$ cat config.mk
export PLATFORM = sky130hd
export DESIGN_NAME = julia_escape_time_pixel_flat
export DESIGN_NICKNAME = d
export VERILOG_FILES = /design/src/hw/rtl/jet_pkg.sv /design/src/hw/rtl/jet_pix_if.sv /design/src/hw/rtl/jet_res_if.sv /design/src/hw/rtl/jet_cfg_if.sv /design/src/hw/rtl/julia_escape_time_pixel.sv /design/src/hw/rtl/jet_mul.sv /design/src/flat_wrapper.sv
export SDC_FILE = /design/constraint.sdc
export NUM_CORES = 2
export LEC_CHECK = 0
export BUFFER_PORTS_ARGS = -buffer_cell sky130_fd_sc_hd__buf_2
export CORE_MARGIN = 3
export CORE_UTILIZATION = 60
export DETAILED_ROUTE_END_ITERATION = 12
export PLACE_DENSITY = 0.75
export SLEW_MARGIN = 25
export SYNTH_ARGS = -nofsm -noshare
export SYNTH_HDL_FRONTEND = slang
export SYNTH_HIERARCHICAL = 1
export SYNTH_SLANG_ARGS = --single-unit
$ cat constraint.sdc
create_clock -name clk -period 26.6 [get_ports clk]
set_clock_uncertainty 0.05 [all_clocks]
set_input_delay 5.32 -clock clk [delete_from_list [all_inputs] [get_ports clk]]
set_output_delay 5.32 -clock clk [all_outputs]
set_load 0.1 [all_outputs]
$ cat src/hw/rtl/jet_pkg.sv
// ----------------------------------------------------------------------------
// jet_pkg
// Shared widths, register indexes and reset values of the Julia-set
// escape-time pixel evaluator.
// ----------------------------------------------------------------------------
`default_nettype none

package jet_pkg;

  // Default parameter values
  localparam int COORD_BITS_DEF = 12;
  localparam int FRAC_BITS_DEF  = 28;

  // Shared multiplier: chunk width and default chunk count per operand
  localparam int MUL_CHUNK   = 32;
  localparam int MUL_NCH_DEF = 1;

  // Register and field widths
  localparam int CREG_W     = 32;  // c_re, c_im, Q4.28
  localparam int C_FRAC     = 28;  // fraction bits of c registers
  localparam int ZOOM_W     = 31;  // zoom, Q7.24
  localparam int ZOOM_FRAC  = 24;  // fraction bits of zoom
  localparam int ITER_W     = 16;  // iteration limit and count
  localparam int SIZE_W     = 13;  // frame width / height
  localparam int GRAY_W     = 8;   // gray level
  localparam int CFG_IDX_W  = 3;
  localparam int CFG_DATA_W = 32;

  // Configuration register indexes
  typedef enum logic [CFG_IDX_W-1:0] {
    REG_C_RE         = 3'd0,
    REG_C_IM         = 3'd1,
    REG_ZOOM         = 3'd2,
    REG_MAX_ITER     = 3'd3,
    REG_FRAME_WIDTH  = 3'd4,
    REG_FRAME_HEIGHT = 3'd5
  } cfg_reg_t;

  // Reset values
  localparam logic [CREG_W-1:0] C_RE_RST     = CREG_W'(-214748365);  // -0.8
  localparam logic [CREG_W-1:0] C_IM_RST     = CREG_W'(41875931);    // 0.156
  localparam logic [ZOOM_W-1:0] ZOOM_RST     = ZOOM_W'(10905190);    // 0.65
  localparam logic [ITER_W-1:0] MAX_ITER_RST = ITER_W'(500);
  localparam logic [SIZE_W-1:0] FRAME_W_RST  = SIZE_W'(1600);
  localparam logic [SIZE_W-1:0] FRAME_H_RST  = SIZE_W'(900);

endpackage

`default_nettype wire

$ cat src/hw/rtl/jet_pix_if.sv
// ----------------------------------------------------------------------------
// jet_pix_if
// Pixel coordinate channel: valid/ready with column and row payload.
// ----------------------------------------------------------------------------
`default_nettype none

interface jet_pix_if #(
  parameter int COORD_BITS = jet_pkg::COORD_BITS_DEF
);
  logic                  valid;
  logic                  ready;
  logic [COORD_BITS-1:0] pixel_col;
  logic [COORD_BITS-1:0] pixel_row;

  modport source (output valid, output pixel_col, output pixel_row, input ready);
  modport sink   (input valid, input pixel_col, input pixel_row, output ready);
endinterface

`default_nettype wire

$ cat src/hw/rtl/jet_res_if.sv
// ----------------------------------------------------------------------------
// jet_res_if
// Result channel: valid/ready with escape count, gray level and escape flag.
// ----------------------------------------------------------------------------
`default_nettype none

interface jet_res_if;
  import jet_pkg::*;

  logic              valid;
  logic              ready;
  logic [ITER_W-1:0] escape_count;
  logic [GRAY_W-1:0] gray_level;
  logic              escaped;

  modport source (output valid, output escape_count, output gray_level, output escaped,
                  input ready);
  modport sink   (input valid, input escape_count, input gray_level, input escaped,
                  output ready);
endinterface

`default_nettype wire

$ cat src/hw/rtl/jet_cfg_if.sv
// ----------------------------------------------------------------------------
// jet_cfg_if
// Configuration write channel: valid/ready with register index and data.
// ----------------------------------------------------------------------------
`default_nettype none

interface jet_cfg_if;
  import jet_pkg::*;

  logic                  valid;
  logic                  ready;
  logic [CFG_IDX_W-1:0]  index;
  logic [CFG_DATA_W-1:0] data;

  modport source (output valid, output index, output data, input ready);
  modport sink   (input valid, input index, input data, output ready);
endinterface

`default_nettype wire

$ cat src/hw/rtl/julia_escape_time_pixel.sv
// ----------------------------------------------------------------------------
// julia_escape_time_pixel
// Sequence: per axis a size*zoom multiply and a long division map the pixel
//   to the start point; each iteration squares both z components, tests for
//   escape, forms the cross product and updates z; a final division forms the
//   gray level.
// Throughput: one pixel at a time; the 32x32 multiplier, used for every
//   product in sequence, sets the iteration time.
// Reset: configuration registers take their default values, no result pending.
// ----------------------------------------------------------------------------
`default_nettype none

module julia_escape_time_pixel #(
  parameter int COORD_BITS = jet_pkg::COORD_BITS_DEF,
  parameter int FRAC_BITS  = jet_pkg::FRAC_BITS_DEF
) (
  input  logic      clk,
  input  logic      rst,
  jet_pix_if.sink   pixel,
  jet_res_if.source result,
  jet_cfg_if.sink   cfg
);
  import jet_pkg::*;

  localparam int ZW     = FRAC_BITS + 4;   // signed z component
  localparam int QW     = FRAC_BITS + 3;   // z magnitude
  localparam int SQW    = FRAC_BITS + 6;   // truncated square
  localparam int XW     = FRAC_BITS + 7;   // cross product magnitude
  localparam int MW     = FRAC_BITS + 7;   // |z|^2
  localparam int NRW    = FRAC_BITS + 9;   // update sums before saturation
  localparam int OPW    = (ZW > ZOOM_W) ? ZW : ZOOM_W;
  localparam int NCH    = (OPW + MUL_CHUNK - 1) / MUL_CHUNK;
  localparam int OW     = NCH * MUL_CHUNK;
  localparam int AW     = 2 * OW;
  localparam int DW     = SIZE_W + ZOOM_W;
  localparam int NB     = (COORD_BITS + 1 > SIZE_W) ? COORD_BITS + 1 : SIZE_W;
  localparam int DSTEPS = NB + FRAC_BITS + ZOOM_FRAC;
  localparam int STW    = $clog2(DSTEPS);
  localparam int GSW    = $clog2(GRAY_W);
  localparam int GNW    = ITER_W + GRAY_W;

  localparam logic [ZW-1:0]  ZMAX    = {1'b0, {QW{1'b1}}};
  localparam logic [ZW-1:0]  ZMIN    = ~ZMAX + ZW'(1);
  localparam logic [NRW-1:0] SAT_HI  = NRW'(ZMAX);
  localparam logic [NRW-1:0] SAT_LO  = ~SAT_HI + NRW'(1);
  localparam logic [MW-1:0]  FOUR    = MW'(4) << FRAC_BITS;
  localparam logic [MW-1:0]  SIXTEEN = MW'(16) << FRAC_BITS;

  typedef enum logic [3:0] {
    S_IDLE,
    S_MAP_MUL,
    S_MAP_DIV,
    S_SQ_R,
    S_SQ_I,
    S_CHECK,
    S_CROSS,
    S_UPDATE,
    S_GRAY,
    S_OUT
  } state_t;

  state_t state;

  // configuration registers
  logic [CREG_W-1:0] c_re;
  logic [CREG_W-1:0] c_im;
  logic [ZOOM_W-1:0] zoom;
  logic [ITER_W-1:0] max_it;
  logic [SIZE_W-1:0] frame_w;
  logic [SIZE_W-1:0] frame_h;

  // pixel and coordinate mapping
  logic [COORD_BITS-1:0] col_r;
  logic [COORD_BITS-1:0] row_r;
  logic                  axis;
  logic [DW-1:0]         d_r;
  logic [DW-1:0]         rem;
  logic [NB-1:0]         n_sh;
  logic [QW-1:0]         q;
  logic                  ovf;
  logic [STW-1:0]        dstep;

  // iteration
  logic [ZW-1:0]     zr;
  logic [ZW-1:0]     zi;
  logic [SQW-1:0]    sq_r;
  logic [SQW-1:0]    sq_i;
  logic [XW:0]       xprod;
  logic [ITER_W-1:0] iter;

  // shared multiplier
  logic          mul_start;
  logic [OW-1:0] mul_a;
  logic [OW-1:0] mul_b;
  logic          mul_done;
  logic [AW-1:0] mul_prod;

  // count and gray division
  logic [ITER_W-1:0] count_r;
  logic              esc_r;
  logic [GNW-1:0]    gr;
  logic [GNW-2:0]    gd;
  logic [GRAY_W-1:0] gq;
  logic [GSW-1:0]    gstep;

  // output register
  logic              res_valid;
  logic [ITER_W-1:0] res_count;
  logic [GRAY_W-1:0] res_gray;
  logic              res_esc;

  // combinational helpers
  logic [COORD_BITS-1:0] coord_sel;
  logic [SIZE_W-1:0]     size_sel;
  logic [NB:0]           num;
  logic [NB:0]           num_abs;
  logic                  num_neg;
  logic [NB-1:0]         n_mag;
  logic [DW-1:0]         d_prod;
  logic [DW:0]           rem2;
  logic [DW:0]           rem_nx;
  logic                  div_ge;
  logic [QW-1:0]         q_nx;
  logic                  ovf_nx;
  logic                  div_last;
  logic                  map_fin;
  logic [QW-1:0]         map_mag;
  logic [ZW-1:0]         map_ext;
  logic [ZW-1:0]         map_z;
  logic [ZW-1:0]         zr_abs;
  logic [ZW-1:0]         zi_abs;
  logic [ZW-1:0]         zr2_abs;
  logic [CREG_W+FRAC_BITS-1:0] cr_wide;
  logic [CREG_W+FRAC_BITS-1:0] ci_wide;
  logic [ZW-1:0]         cr;
  logic [ZW-1:0]         ci;
  logic [NRW-1:0]        nr;
  logic [NRW-1:0]        ni;
  logic [ZW-1:0]         zr_nx;
  logic [ZW-1:0]         zi_nx;
  logic [ZW-1:0]         zr_nx_abs;
  logic [XW-1:0]         x_mag;
  logic                  x_neg;
  logic [MW-1:0]         m;
  logic                  go_on;
  logic [ITER_W-1:0]     adj;
  logic [ITER_W-1:0]     cnt;
  logic                  g_ge;

  // coordinate mapping: sign and magnitude of 2*coord - size
  always_comb begin
    coord_sel = axis ? row_r : col_r;
    size_sel  = axis ? frame_h : frame_w;
    num       = (NB+1)'({coord_sel, 1'b0}) - (NB+1)'(size_sel);
    num_neg   = num[NB];
    num_abs   = num_neg ? (~num + (NB+1)'(1)) : num;
    n_mag     = num_abs[NB-1:0];
    d_prod    = mul_prod[DW-1:0];
  end

  // one restoring division step per cycle, quotient saturates on overflow
  always_comb begin
    rem2     = {rem, n_sh[NB-1]};
    div_ge   = rem2 >= {1'b0, d_r};
    rem_nx   = div_ge ? (rem2 - {1'b0, d_r}) : rem2;
    q_nx     = {q[QW-2:0], div_ge};
    ovf_nx   = ovf | q[QW-1];
    div_last = (dstep == STW'(DSTEPS - 1));
  end

  // end of mapping for the current axis: zero numerator, zero divisor or
  // last division step
  always_comb begin
    map_fin = 1'b0;
    map_mag = '0;
    if (state == S_MAP_MUL && mul_done && (n_mag == '0 || d_prod == '0)) begin
      map_fin = 1'b1;
      map_mag = (n_mag == '0) ? '0 : ZMAX[QW-1:0];
    end else if (state == S_MAP_DIV && div_last) begin
      map_fin = 1'b1;
      map_mag = ovf_nx ? ZMAX[QW-1:0] : q_nx;
    end
    map_ext = {1'b0, map_mag};
    map_z   = num_neg ? (~map_ext + ZW'(1)) : map_ext;
  end

  // z update: rescaled constant, sums, saturation
  always_comb begin
    zr_abs    = zr[ZW-1] ? (~zr + ZW'(1)) : zr;
    zi_abs    = zi[ZW-1] ? (~zi + ZW'(1)) : zi;
    zr2_abs   = {zr_abs[ZW-2:0], 1'b0};
    cr_wide   = {c_re, {FRAC_BITS{1'b0}}};
    ci_wide   = {c_im, {FRAC_BITS{1'b0}}};
    cr        = cr_wide[CREG_W+FRAC_BITS-1:C_FRAC];
    ci        = ci_wide[CREG_W+FRAC_BITS-1:C_FRAC];
    nr        = NRW'(sq_r) - NRW'(sq_i) + {{(NRW-ZW){cr[ZW-1]}}, cr};
    ni        = {xprod[XW], xprod} + {{(NRW-ZW){ci[ZW-1]}}, ci};
    if ($signed(nr) > $signed(SAT_HI)) begin
      zr_nx = ZMAX;
    end else if ($signed(nr) < $signed(SAT_LO)) begin
      zr_nx = ZMIN;
    end else begin
      zr_nx = nr[ZW-1:0];
    end
    if ($signed(ni) > $signed(SAT_HI)) begin
      zi_nx = ZMAX;
    end else if ($signed(ni) < $signed(SAT_LO)) begin
      zi_nx = ZMIN;
    end else begin
      zi_nx = ni[ZW-1:0];
    end
    zr_nx_abs = zr_nx[ZW-1] ? (~zr_nx + ZW'(1)) : zr_nx;
    x_mag     = mul_prod[FRAC_BITS+XW-1:FRAC_BITS];
    x_neg     = zr[ZW-1] ^ zi[ZW-1];
  end

  // escape test, smoothed count and gray division step
  always_comb begin
    m     = MW'(sq_r) + MW'(sq_i);
    go_on = (iter < max_it) && (m < FOUR);
    if (m > SIXTEEN) begin
      adj = ITER_W'(2);
    end else if (m > FOUR) begin
      adj = ITER_W'(1);
    end else begin
      adj = '0;
    end
    cnt  = (iter < adj) ? '0 : (iter - adj);
    g_ge = gr >= GNW'(gd);
  end

  // sequencer, configuration and output register
  always_ff @(posedge clk) begin
    if (rst) begin
      state     <= S_IDLE;
      mul_start <= 1'b0;
      res_valid <= 1'b0;
      axis      <= 1'b0;
      c_re      <= C_RE_RST;
      c_im      <= C_IM_RST;
      zoom      <= ZOOM_RST;
      max_it    <= MAX_ITER_RST;
      frame_w   <= FRAME_W_RST;
      frame_h   <= FRAME_H_RST;
    end else begin
      mul_start <= 1'b0;
      if (result.ready) begin
        res_valid <= 1'b0;
      end

      // configuration write
      if (cfg.valid) begin
        case (cfg_reg_t'(cfg.index))
          REG_C_RE:         c_re    <= cfg.data;
          REG_C_IM:         c_im    <= cfg.data;
          REG_ZOOM:         zoom    <= cfg.data[ZOOM_W-1:0];
          REG_MAX_ITER:     max_it  <= cfg.data[ITER_W-1:0];
          REG_FRAME_WIDTH:  frame_w <= cfg.data[SIZE_W-1:0];
          REG_FRAME_HEIGHT: frame_h <= cfg.data[SIZE_W-1:0];
          default: ;
        endcase
      end

      case (state)
        S_IDLE: begin
          if (pixel.valid) begin
            col_r     <= pixel.pixel_col;
            row_r     <= pixel.pixel_row;
            axis      <= 1'b0;
            mul_a     <= OW'(frame_w);
            mul_b     <= OW'(zoom);
            mul_start <= 1'b1;
            state     <= S_MAP_MUL;
          end
        end
        S_MAP_MUL: begin
          // divisor size*zoom ready; start the long division
          if (mul_done) begin
            d_r   <= d_prod;
            rem   <= '0;
            q     <= '0;
            ovf   <= 1'b0;
            dstep <= '0;
            n_sh  <= n_mag;
            state <= S_MAP_DIV;
          end
        end
        S_MAP_DIV: begin
          rem   <= rem_nx[DW-1:0];
          q     <= q_nx;
          ovf   <= ovf_nx;
          n_sh  <= {n_sh[NB-2:0], 1'b0};
          dstep <= dstep + 1'b1;
        end
        S_SQ_R: begin
          if (mul_done) begin
            sq_r      <= mul_prod[FRAC_BITS+SQW-1:FRAC_BITS];
            mul_a     <= OW'(zi_abs);
            mul_b     <= OW'(zi_abs);
            mul_start <= 1'b1;
            state     <= S_SQ_I;
          end
        end
        S_SQ_I: begin
          if (mul_done) begin
            sq_i  <= mul_prod[FRAC_BITS+SQW-1:FRAC_BITS];
            state <= S_CHECK;
          end
        end
        S_CHECK: begin
          if (go_on) begin
            mul_a     <= OW'(zr2_abs);
            mul_b     <= OW'(zi_abs);
            mul_start <= 1'b1;
            state     <= S_CROSS;
          end else begin
            count_r <= cnt;
            esc_r   <= (m >= FOUR);
            gr      <= {cnt, {GRAY_W{1'b0}}} - GNW'(cnt);
            gd      <= {max_it, {(GRAY_W-1){1'b0}}};
            gq      <= '0;
            gstep   <= '0;
            state   <= S_GRAY;
          end
        end
        S_CROSS: begin
          if (mul_done) begin
            xprod <= x_neg ? (~{1'b0, x_mag} + (XW+1)'(1)) : {1'b0, x_mag};
            state <= S_UPDATE;
          end
        end
        S_UPDATE: begin
          zr        <= zr_nx;
          zi        <= zi_nx;
          iter      <= iter + 1'b1;
          mul_a     <= OW'(zr_nx_abs);
          mul_b     <= OW'(zr_nx_abs);
          mul_start <= 1'b1;
          state     <= S_SQ_R;
        end
        S_GRAY: begin
          // count*255 / max_iterations, one quotient bit a cycle
          if (g_ge) begin
            gr <= gr - GNW'(gd);
          end
          gq    <= {gq[GRAY_W-2:0], g_ge};
          gd    <= gd >> 1;
          gstep <= gstep + 1'b1;
          if (gstep == GSW'(GRAY_W - 1)) begin
            state <= S_OUT;
          end
        end
        S_OUT: begin
          if (!res_valid || result.ready) begin
            res_valid <= 1'b1;
            res_count <= count_r;
            res_gray  <= (max_it == '0) ? '0 : gq;
            res_esc   <= esc_r;
            state     <= S_IDLE;
          end
        end
        default: state <= S_IDLE;
      endcase

      // store the mapped component; move on to the other axis or iterate
      if (map_fin) begin
        if (!axis) begin
          zr        <= map_z;
          axis      <= 1'b1;
          mul_a     <= OW'(frame_h);
          mul_b     <= OW'(zoom);
          mul_start <= 1'b1;
          state     <= S_MAP_MUL;
        end else begin
          zi        <= map_z;
          iter      <= '0;
          mul_a     <= OW'(zr_abs);
          mul_b     <= OW'(zr_abs);
          mul_start <= 1'b1;
          state     <= S_SQ_R;
        end
      end
    end
  end

  jet_mul #(
    .NCH (NCH)
  ) u_mul (
    .clk   (clk),
    .rst   (rst),
    .start (mul_start),
    .a     (mul_a),
    .b     (mul_b),
    .done  (mul_done),
    .prod  (mul_prod)
  );

  // channel outputs
  assign pixel.ready         = (state == S_IDLE);
  assign cfg.ready           = 1'b1;
  assign result.valid        = res_valid;
  assign result.escape_count = res_count;
  assign result.gray_level   = res_gray;
  assign result.escaped      = res_esc;

endmodule

`default_nettype wire

$ cat src/hw/rtl/jet_mul.sv
// ----------------------------------------------------------------------------
// jet_mul
// Shared unsigned multiplier. Operands are split into MUL_CHUNK-bit chunks;
// one chunk product is formed per cycle and summed into a double-width
// accumulator. done pulses one cycle with prod final.
// ----------------------------------------------------------------------------
`default_nettype none

module jet_mul #(
  parameter int NCH = jet_pkg::MUL_NCH_DEF
) (
  input  logic                                clk,
  input  logic                                rst,
  input  logic                                start,
  input  logic [NCH*jet_pkg::MUL_CHUNK-1:0]   a,
  input  logic [NCH*jet_pkg::MUL_CHUNK-1:0]   b,
  output logic                                done,
  output logic [2*NCH*jet_pkg::MUL_CHUNK-1:0] prod
);
  import jet_pkg::*;

  localparam int OW = NCH * MUL_CHUNK;
  localparam int AW = 2 * OW;
  localparam int IW = (NCH > 1) ? $clog2(NCH) : 1;
  localparam int PW = $clog2(2 * NCH);

  logic [OW-1:0]          a_r;
  logic [OW-1:0]          b_r;
  logic                   busy;
  logic [IW-1:0]          ia;
  logic [IW-1:0]          ib;
  logic [MUL_CHUNK-1:0]   a_ck;
  logic [MUL_CHUNK-1:0]   b_ck;
  logic                   last_issue;
  logic [2*MUL_CHUNK-1:0] pp;
  logic [PW-1:0]          pp_pos;
  logic                   pp_vld;
  logic                   pp_last;
  logic [AW-1:0]          acc;
  logic                   done_r;

  // chunk select for the current partial product
  always_comb begin
    a_ck       = a_r[ia*MUL_CHUNK +: MUL_CHUNK];
    b_ck       = b_r[ib*MUL_CHUNK +: MUL_CHUNK];
    last_issue = (ia == IW'(NCH - 1)) && (ib == IW'(NCH - 1));
  end

  // partial product register
  always_ff @(posedge clk) begin
    pp      <= a_ck * b_ck;
    pp_pos  <= PW'(ia) + PW'(ib);
    pp_last <= last_issue;
  end

  // chunk sequencer and accumulator
  always_ff @(posedge clk) begin
    if (rst) begin
      busy   <= 1'b0;
      pp_vld <= 1'b0;
      done_r <= 1'b0;
    end else begin
      pp_vld <= busy;
      done_r <= pp_vld & pp_last;
      if (pp_vld) begin
        acc <= acc + (AW'(pp) << (pp_pos * MUL_CHUNK));
      end
      if (start) begin
        a_r  <= a;
        b_r  <= b;
        ia   <= '0;
        ib   <= '0;
        acc  <= '0;
        busy <= 1'b1;
      end else if (busy) begin
        if (last_issue) begin
          busy <= 1'b0;
        end else if (ib == IW'(NCH - 1)) begin
          ib <= '0;
          ia <= ia + 1'b1;
        end else begin
          ib <= ib + 1'b1;
        end
      end
    end
  end

  assign done = done_r;
  assign prod = acc;

endmodule

`default_nettype wire
$ cat src/flat_wrapper.sv
// flat-port wrapper written by rule: the top's interface ports become plain ports
module julia_escape_time_pixel_flat import jet_pkg::*;
#(
  parameter int COORD_BITS = jet_pkg::COORD_BITS_DEF,
  parameter int FRAC_BITS  = jet_pkg::FRAC_BITS_DEF
)
  (clk, rst, pixel_valid, pixel_pixel_col, pixel_pixel_row, pixel_ready, result_valid, result_escape_count, result_gray_level, result_escaped, result_ready, cfg_valid, cfg_index, cfg_data, cfg_ready);
  jet_pix_if #(.COORD_BITS(COORD_BITS)) pixel_i ();
  jet_res_if result_i ();
  jet_cfg_if cfg_i ();
  input  logic clk;
  input  logic rst;
  input wire logic [$bits(pixel_i.valid)-1:0] pixel_valid;
  input wire logic [$bits(pixel_i.pixel_col)-1:0] pixel_pixel_col;
  input wire logic [$bits(pixel_i.pixel_row)-1:0] pixel_pixel_row;
  output wire logic [$bits(pixel_i.ready)-1:0] pixel_ready;
  output wire logic [$bits(result_i.valid)-1:0] result_valid;
  output wire logic [$bits(result_i.escape_count)-1:0] result_escape_count;
  output wire logic [$bits(result_i.gray_level)-1:0] result_gray_level;
  output wire logic [$bits(result_i.escaped)-1:0] result_escaped;
  input wire logic [$bits(result_i.ready)-1:0] result_ready;
  input wire logic [$bits(cfg_i.valid)-1:0] cfg_valid;
  input wire logic [$bits(cfg_i.index)-1:0] cfg_index;
  input wire logic [$bits(cfg_i.data)-1:0] cfg_data;
  output wire logic [$bits(cfg_i.ready)-1:0] cfg_ready;
  assign pixel_i.valid = pixel_valid;
  assign pixel_i.pixel_col = pixel_pixel_col;
  assign pixel_i.pixel_row = pixel_pixel_row;
  assign pixel_ready = pixel_i.ready;
  assign result_valid = result_i.valid;
  assign result_escape_count = result_i.escape_count;
  assign result_gray_level = result_i.gray_level;
  assign result_escaped = result_i.escaped;
  assign result_i.ready = result_ready;
  assign cfg_i.valid = cfg_valid;
  assign cfg_i.index = cfg_index;
  assign cfg_i.data = cfg_data;
  assign cfg_ready = cfg_i.ready;
  julia_escape_time_pixel #(.COORD_BITS(COORD_BITS), .FRAC_BITS(FRAC_BITS)) u_core (.clk(clk), .rst(rst), .pixel(pixel_i), .result(result_i), .cfg(cfg_i));
endmodule
==> out/metrics.yaml <==
clocking:
  cts_buffers: 95
  root_buffer: "clkbuf_16"
  cts_tree: "yes"
  cts_buffer_depth: 3
  clk_latency_ps: 720
  clk_pin_slew_worst_paths_ps: 60
  cts_htree_levels: 3
  ctsResizeCount: 0
  cts_setup_buffers: 0
  hold_buffers: 0
  clock_sinks: 852
routing:
  detail_route.wl_per_cell_um: 24.6
  routed_wl_um: 285000
  vias_per_cell: 6.33
  drt_iter0_drc: 8103
  drt_first_pass_iters: 7
  drc: 0
  vias: 73400
  ant_nets: 0
global_route:
  grt_pass1_vias: 72800
  globalRoute.totalOverflow: 0
  gr-usage-all-layers: 0.374
  grt_pass1_wl_um: 437000
  antenna_found_initial: 18
  grt_start_max_net_pins: 75
synthesis:
  synth_nets: 11300
  yosys_warnings: 6
  netlist_area_mm2: 0.0888
  synth.avg_cell_area_um2: 9.08
  synthCells: 9781
critical_path:
  path_class: "flop to flop"
  crit_path_end_kind: "flop"
  cp_max_fo: 8
  reg2reg_from: "u_core/sq_r[26]"
  startpoint_type: "flop"
  cp-startpoint: "u_core/sq_r[26]"
  rr_endpoint: "u_core/gr[23]"
  reg2reg_depth: 31
  endpoint: "u_core/gr[23]"
  cp.arrival_ps: 10650
  slowest_stage: "nor4_1"
  regToRegSetupSlack_ps: 16310
  max_stage_delay_ps: 590
  required_ps: 26960
sta:
  fin_crit_ps: 10290
  fmax_mhz: 97.2
  slew_viol_final: 0
  hold_violations: 0
  tns_ps: 0
  maxSlewHeadroom: 0.206
  worst_pin_slew_ps: 1180
  fin_crit_sh: 0.387
  rsz0062_at_grt: "false"
  setup_viol: 0
final_layout:
  drive_gt1_frac: 0.0644
  fin_nets: 11100
  synthToLayoutAreaGrowth_pct: 6.24
  post-route-util: 0.644
floorplanning:
  io-pin-count: 92
  die_h_um: 391
  dieWidth_um: 391
  initial_core_util: 0.607
  core-area_mm2: 0.146
  rows: 140
  dieArea_mm2: 0.153
worst_hold_path:
  min_path_cells: 0
  hold_path.class: "flop to flop"
place:
  hpwl_um: 218000
  place.gp.congestion: 1.04
  io_buffers: 90
job:
  max-cap-violations: 0
status:
  status: "completed"
## metrics by stage
step / area [um2] / hold WS [ps] / std cells / worst slack (ps)
floorplan: 88800 / 350 / 9781 / 15640
global placement: 90900 / 302 / 11400 / 16860
detailed placement: 91000 / 311 / 11400 / 16620
CTS: 94300 / 322 / 11600 / 16460
global route: 94400 / 345 / 11600 / 15950
finish: 94400 / 324 / 11600 / 16310
## worst min-delay path by stage
| stage | from | endpoint | slack, ps |
|---|---|---|---|
| after floorplan | u_core/count_r[0] | u_core/result.escape_count[0] | 350 |
| final | u_core/u_mul/ia | u_core/u_mul/pp_pos | 320 |
| after detailed placement | u_core/u_mul/ia | u_core/u_mul/pp_pos | 310 |
| after CTS | u_core/u_mul/ia | u_core/u_mul/pp_pos | 320 |
| after global placement | u_core/u_mul/ia | u_core/u_mul/pp_pos | 300 |
| after global routing | u_core/u_mul/ia | u_core/u_mul/pp_pos | 350 |
## placed cells by master (no fill, tap or decap), types with 89 or more instances in the layout
master	count
dfxtp_1	209
and2_1	682
inv_1	1212
clkbuf_16	100
edfxtp_1	640
nor2_1	532
buf_2	89
xnor2_1	225
a21oi_1	579
buf_4	126
xor2_1	193
o21ai_0	355
fa_1	905
a21o_1	148
nand2_1	1105
nand3_1	189
ha_1	583
nor3_1	146
o211ai_1	91
## flip-flops by register name (all words and copies together), names as in the netlist, 23 cells and up
| name | cells |
|---|---|
| u_core/c_im | 32 |
| u_core/c_re | 32 |
| u_core/d_r | 44 |
| u_core/gd | 23 |
| u_core/gr | 24 |
| u_core/mul_a | 32 |
| u_core/mul_b | 32 |
| u_core/q | 31 |
| u_core/rem | 44 |
| u_core/sq_i | 34 |
| u_core/sq_r | 34 |
| u_core/u_mul/a_r | 32 |
| u_core/u_mul/b_r | 32 |
| u_core/u_mul/pp | 63 |
| u_core/u_mul/prod | 63 |
| u_core/xprod | 36 |
| u_core/zi | 32 |
| u_core/zoom | 31 |
| u_core/zr | 32 |
## routing by layer
| metal | up-vias | global-route usage | wire length [um] | share of wire |
|---|---|---|---|---|
| li1 | 32500 | - | - | - |
| met1 | 36300 | 0.496 | 112000 | 0.39 |
| met2 | 3775 | 0.579 | 128000 | 0.45 |
| met3 | 782 | 0.0745 | 27600 | 0.097 |
| met4 | 6 | 0.203 | 17700 | 0.062 |
| met5 | - | 0 | 46 | 0.00016 |
## critical path: cells and delay by family, from the launching register on
family,cells,cell delay (ps)
xor+xnor,1,170
compound gates,8,2600
flops,1,400
simple gates,15,5100
mux,1,100
buf+inv,2,370
fa+ha+maj,4,1200
## cell type report
class                           count  area, um2
Multi-Input combinational cell   7200      59100
Timing Repair Buffer              220       1470
Tap cell                         1917       2400
Clock inverter                     53        628
Antenna cell                       10       25.0
Clock buffer                      124       2710
Inverter                         1213       4560
Fill cell                       12300      52100
Sequential cell                   852      23500
Power is left out: the tool's default activity adds up to more than one toggle a clock period on the data nets, which glitch-free logic cannot reach.
